`config.mk`:
```
export PLATFORM = sky130hd
export DESIGN_NAME = spq_front
export DESIGN_NICKNAME = d
export VERILOG_FILES = /design/src/rtl/spq_pkg.sv /design/src/rtl/spq_front.sv
export SDC_FILE = /design/constraint.sdc
export NUM_CORES = 1
export LEC_CHECK = 0
export BUFFER_PORTS_ARGS = -buffer_cell sky130_fd_sc_hd__buf_2
export CORE_AREA = 2 2 117 90
export DETAILED_ROUTE_END_ITERATION = 8
export DIE_AREA = 0 0 119 92
export GPL_TIMING_DRIVEN = 0
export PLACE_DENSITY_LB_ADDON = 0.15
export RECOVER_POWER = 25
export SKIP_CTS_REPAIR_TIMING = 1
export SLEW_MARGIN = 10
export SYNTH_ARGS = -nofsm -noshare
export SYNTH_HDL_FRONTEND = slang
export SYNTH_SLANG_ARGS = --single-unit
```
`constraint.sdc`:
```
create_clock -name i_clk -period 6.1 [get_ports i_clk]
set_input_delay 0.915 -clock i_clk [delete_from_list [all_inputs] [get_ports i_clk]]
set_output_delay 0.915 -clock i_clk [all_outputs]
set_load 0.005 [all_outputs]
```
`src/rtl/spq_pkg.sv`:
```
package spq_pkg;

    // Fixed field widths of the request and result
    localparam int FUNC_W      = 2;
    localparam int VAL_IN_W    = 32;
    localparam int PRIO_W      = 16;
    localparam int CFG_W       = 10;
    localparam int COUNT_OUT_W = 10;

    // Capacity limit after reset
    localparam logic [CFG_W-1:0] CAP_RESET = 10'd500;

    // Function codes on the request port
    localparam logic [FUNC_W-1:0] FUNC_ENQ  = 2'd0;
    localparam logic [FUNC_W-1:0] FUNC_DEQ  = 2'd1;
    localparam logic [FUNC_W-1:0] FUNC_PEEK = 2'd2;
    localparam logic [FUNC_W-1:0] FUNC_CLR  = 2'd3;

    // Command queue between front and back
    localparam int QDEPTH = 2;
    localparam int QPTR_W = 1;
    localparam int QCNT_W = 2;

    typedef enum logic [1:0] {
        OP_ENQ,
        OP_DEQ,
        OP_PEEK,
        OP_CLR
    } t_op;

    typedef enum logic [1:0] {
        ST_OK        = 2'd0,
        ST_OVERFLOW  = 2'd1,
        ST_UNDERFLOW = 2'd2
    } t_status;

    // Classified request handed from front to back
    typedef struct packed {
        t_op                       op;
        logic [VAL_IN_W-1:0]       value;
        logic signed [PRIO_W-1:0]  prio;
    } t_cmd;

endpackage

```
`src/rtl/spq_front.sv`:
```
module spq_front import spq_pkg::*; (
    input  logic                     i_clk,
    input  logic                     i_rst_n,
    input  logic                     i_in_valid,
    output logic                     o_in_stall,
    input  logic [FUNC_W-1:0]        i_func,
    input  logic [VAL_IN_W-1:0]      i_item_value,
    input  logic signed [PRIO_W-1:0] i_priority_req,
    output logic                     o_cmd_valid,
    output t_cmd                     o_cmd,
    input  logic                     i_cmd_take
);

    t_cmd              r_fifo [QDEPTH];
    logic [QPTR_W-1:0] r_wptr;
    logic [QPTR_W-1:0] r_rptr;
    logic [QCNT_W-1:0] r_fill;
    t_cmd              n_cmd;
    logic              push;
    logic              pop;

    // Decode the function code into a command
    always_comb begin
        n_cmd.value = i_item_value;
        n_cmd.prio  = i_priority_req;
        unique case (i_func)
            FUNC_ENQ:  n_cmd.op = OP_ENQ;
            FUNC_DEQ:  n_cmd.op = OP_DEQ;
            FUNC_PEEK: n_cmd.op = OP_PEEK;
            FUNC_CLR:  n_cmd.op = OP_CLR;
            default:   n_cmd.op = OP_CLR;
        endcase
    end

    // Stall only when the command queue is full
    assign o_in_stall  = (r_fill == QCNT_W'(QDEPTH));
    assign push        = i_in_valid && !o_in_stall;
    assign pop         = i_cmd_take;
    assign o_cmd_valid = (r_fill != '0);
    assign o_cmd       = r_fifo[r_rptr];

    // Queue storage
    always_ff @(posedge i_clk) begin
        if (push) begin
            r_fifo[r_wptr] <= n_cmd;
        end
    end

    // Queue pointers and fill level
    always_ff @(posedge i_clk) begin
        if (!i_rst_n) begin
            r_wptr <= '0;
            r_rptr <= '0;
            r_fill <= '0;
        end else begin
            if (push) begin
                r_wptr <= r_wptr + QPTR_W'(1);
            end
            if (pop) begin
                r_rptr <= r_rptr + QPTR_W'(1);
            end
            case ({push, pop})
                2'b10:   r_fill <= r_fill + QCNT_W'(1);
                2'b01:   r_fill <= r_fill - QCNT_W'(1);
                default: r_fill <= r_fill;
            endcase
        end
    end

endmodule

```
==> key figures <==
Floorplanning
  • Die Y-Extent: around 92 um
  • Initial Utilization: 0.385
  • Die W: 119 um
  • Die area: around 11000 um2
  • Boundary pin count: ~110
  • Std-Cell Rows: 32
  • Core box area: ~10000 um2

Detailed routing
  • Post-route DRC: 0
  • Via count: 1995
  • Detailed router's first-iteration violation count: between 70 and 80
  • Vias per cell: around 4.5
  • WL per Instance: about 15 um
  • Total Wirelength: between 6 and 7 mm
  • Antenna-violating nets left: 0
  • Drt first pass iters: 4

GRT
  • GRT Total Usage: 0.133
  • GR Overflow Total: 0
  • Antenna violations before repair: 0
  • First-pass GRT wire length: about 11 mm
  • Largest net degree at the start of global routing: ~50
  • Number of global-route vias before repair: between 2k and 2.5k

Timing
  • Slew headroom: 0.514
  • Final setup margin: roughly 3.5 ns
  • Final number of setup-violating endpoints: 0
  • Layout Skew: 0.00436 ns
  • RSZ-0062 raised after global routing: no
  • Final Hold Viols: 0
  • Count of pins over their slew limit: 0
  • Worst-Margin Slew: 0.729 ns
  • Final period util: 0.420
  • Final setup TNS: 0 ns
  • Min Tclk post-route: approximately 2.6 ns
  • Fmax achieved: 390 MHz

Worst setup path
  • Crit end category: primary output
  • Arrival time worst endpoint: 1.65 ns
  • CP required: 5.18 ns
  • Startpoint types: flip-flop
  • Critical path type: reg -> out
  • Crit Path Max Fanout: 10

Layout
  • Final instance area: roughly 4800 um2
  • Final cell count without fillers: 439
  • # diodes: 0
  • Area Growth Syn to Fin: 26.0%
  • Nets@finish: ~350
  • Layout cells sized above 1: 0.581

Outcome
  • Status: finished clean

Placement
  • Placed cells: between 400 and 500
  • Hpwl dp: about 4.4 mm
  • DP Area: approximately 4500 um2
  • # port buffers: roughly 100
  • Worst slack at placement: 3.58 ns
  • Global placer's final weighted congestion: around 0.67

CTS
  • Clk Latency, worst-skew pair: about 0.33 ns
  • Worst-case clock buffer depth: 2
  • Clock Sinks: between 100 and 150
  • CTS clk-pin slew, worst paths: 0.06 ns
  • TritonCTS clock tree: yes
  • TritonCTS Buffers: 9
  • Root buffer cell: clkbuf_16
  • H-tree Lvls: 3

Power
  • Maximum VDD drop: approximately 170 uV
  • Power Density: between 300 and 400 nW/um2
  • LEAKAGE: approximately 1.8 nW

Logic synthesis
  • Syn Area/Cell: 20.9 um2
  • Main synth FF type: edfxtp_1
  • Ys async rst share: 0
  • Seq cells post-synth: 105
  • Number of flops mapped to enable cells by yosys: 100
  • Top-count cell post-synth: edfxtp_1
  • Most frequent cells after synthesis: edfxtp_1 (100), mux2_2 (50), buf_2 (5), dfxtp_1 (5)
  • Post-synth top area cell: edfxtp_1
  • Sequential fraction of the synthesis area: 0.809
  • Netlist cell types: 18
  • Post-Syn Area: 3830 um2
  • Yosys top cell area share: 0.783
  • Syn Inst Count: about 180
  • Yosys Warn Count: 0
  • Syn_nets: about 240
  • Top cells by area, synth: edfxtp_1 (78%), mux2_2 (15%), dfxtp_1 (2.6%)

Worst hold path
  • Min-delay worst type: reg -> reg

Job
  • Max_cap viols: 0
## metal layers
metal / up-vias / track usage / wire length (um)
met3: 8 / 0.0448 / 348
met5: - / 0 / 0
met2: 61 / 0.207 / 3230
met1: 980 / 0.170 / 3030
met4: 0 / 0.0565 / 93
li1: 946 / - / -
## power by group
group          leakage (nW)  internal (mW)  switching (mW)  total [mW]
Clock                 0.134          0.313           0.232       0.544
Combinational         0.695          0.104           0.103       0.207
Sequential            0.976          0.865          0.0149       0.880
Total                  1.80           1.28           0.349        1.63
## path summary, 6_finish.rpt
| check | start | endpoint | slack (ns) | depth (start not counted) |
|---|---|---|---|---|
| worst max register to register | r_fill[0] | r_fifo[0][4] | 4.13 | 5 |
| worst max-delay path | flip-flop | o_cmd[46] | 3.54 | 4 |
| worst min-delay path | r_wptr | r_wptr | 0.49 | 2 |
| worst min register to register | r_wptr | r_wptr | 0.49 | 2 |
## critical path, cell delays in order, from the launching register on
cell,delay (ns)
dfxtp_1,0.30
clkbuf_1,0.20
buf_2,0.30
mux2_2,0.38
buf_2,0.13
## cell usage in the layout (no fill, tap or decap), drive strengths merged
| master | count |
|---|---|
| a21boi | 2 |
| and2 | 3 |
| and3 | 1 |
| buf | 108 |
| bufinv | 1 |
| clkbuf | 13 |
| clkinv | 4 |
| clkinvlp | 2 |
| dfxtp | 5 |
| edfxtp | 100 |
| ha | 1 |
| inv | 3 |
| mux2 | 50 |
| nand2 | 1 |
| nand2b | 1 |
| o21ai | 2 |
| or2 | 1 |
| or3 | 2 |
| xnor2 | 2 |
| xor2 | 1 |
## cell families after synthesis
kind of cell / share of synthesized area
xor+xnor: 0.00686
flops: 0.809
mux: 0.147
simple gates: 0.0147
buf+inv: 0.0124
fa+ha+maj: 0.00326
compound gates: 0.00653
## metrics by stage
stage / hold WS (ns) / utilization / power [mW]
finish: 0.489 / 0.484 / 1.63
floorplan: 0.457 / - / 1.01
detailed placement: 0.486 / 0.456 / 1.11
global placement: 0.465 / 0.453 / 1.10
global route: 0.539 / 0.484 / 1.71
CTS: 0.495 / 0.485 / 1.66
## sequential cells by signal, indices dropped and copies added (netlist names), named ones only
| register | cells |
|---|---|
| r_wptr | 1 |
| r_fill | 2 |
| r_fifo | 100 |
| r_rptr | 1 |
## cell type report
cell class	count	area [um2]
Sequential cell	105	3100
Clock buffer	9	225
Clock inverter	7	61.3
Timing Repair Buffer	104	534
Multi-Input combinational cell	67	688
Fill cell	890	5140
Inverter	3	11.3
Tap cell	136	170
Buffer	8	36.3
Note: power is estimated with default switching activity, not from simulation.
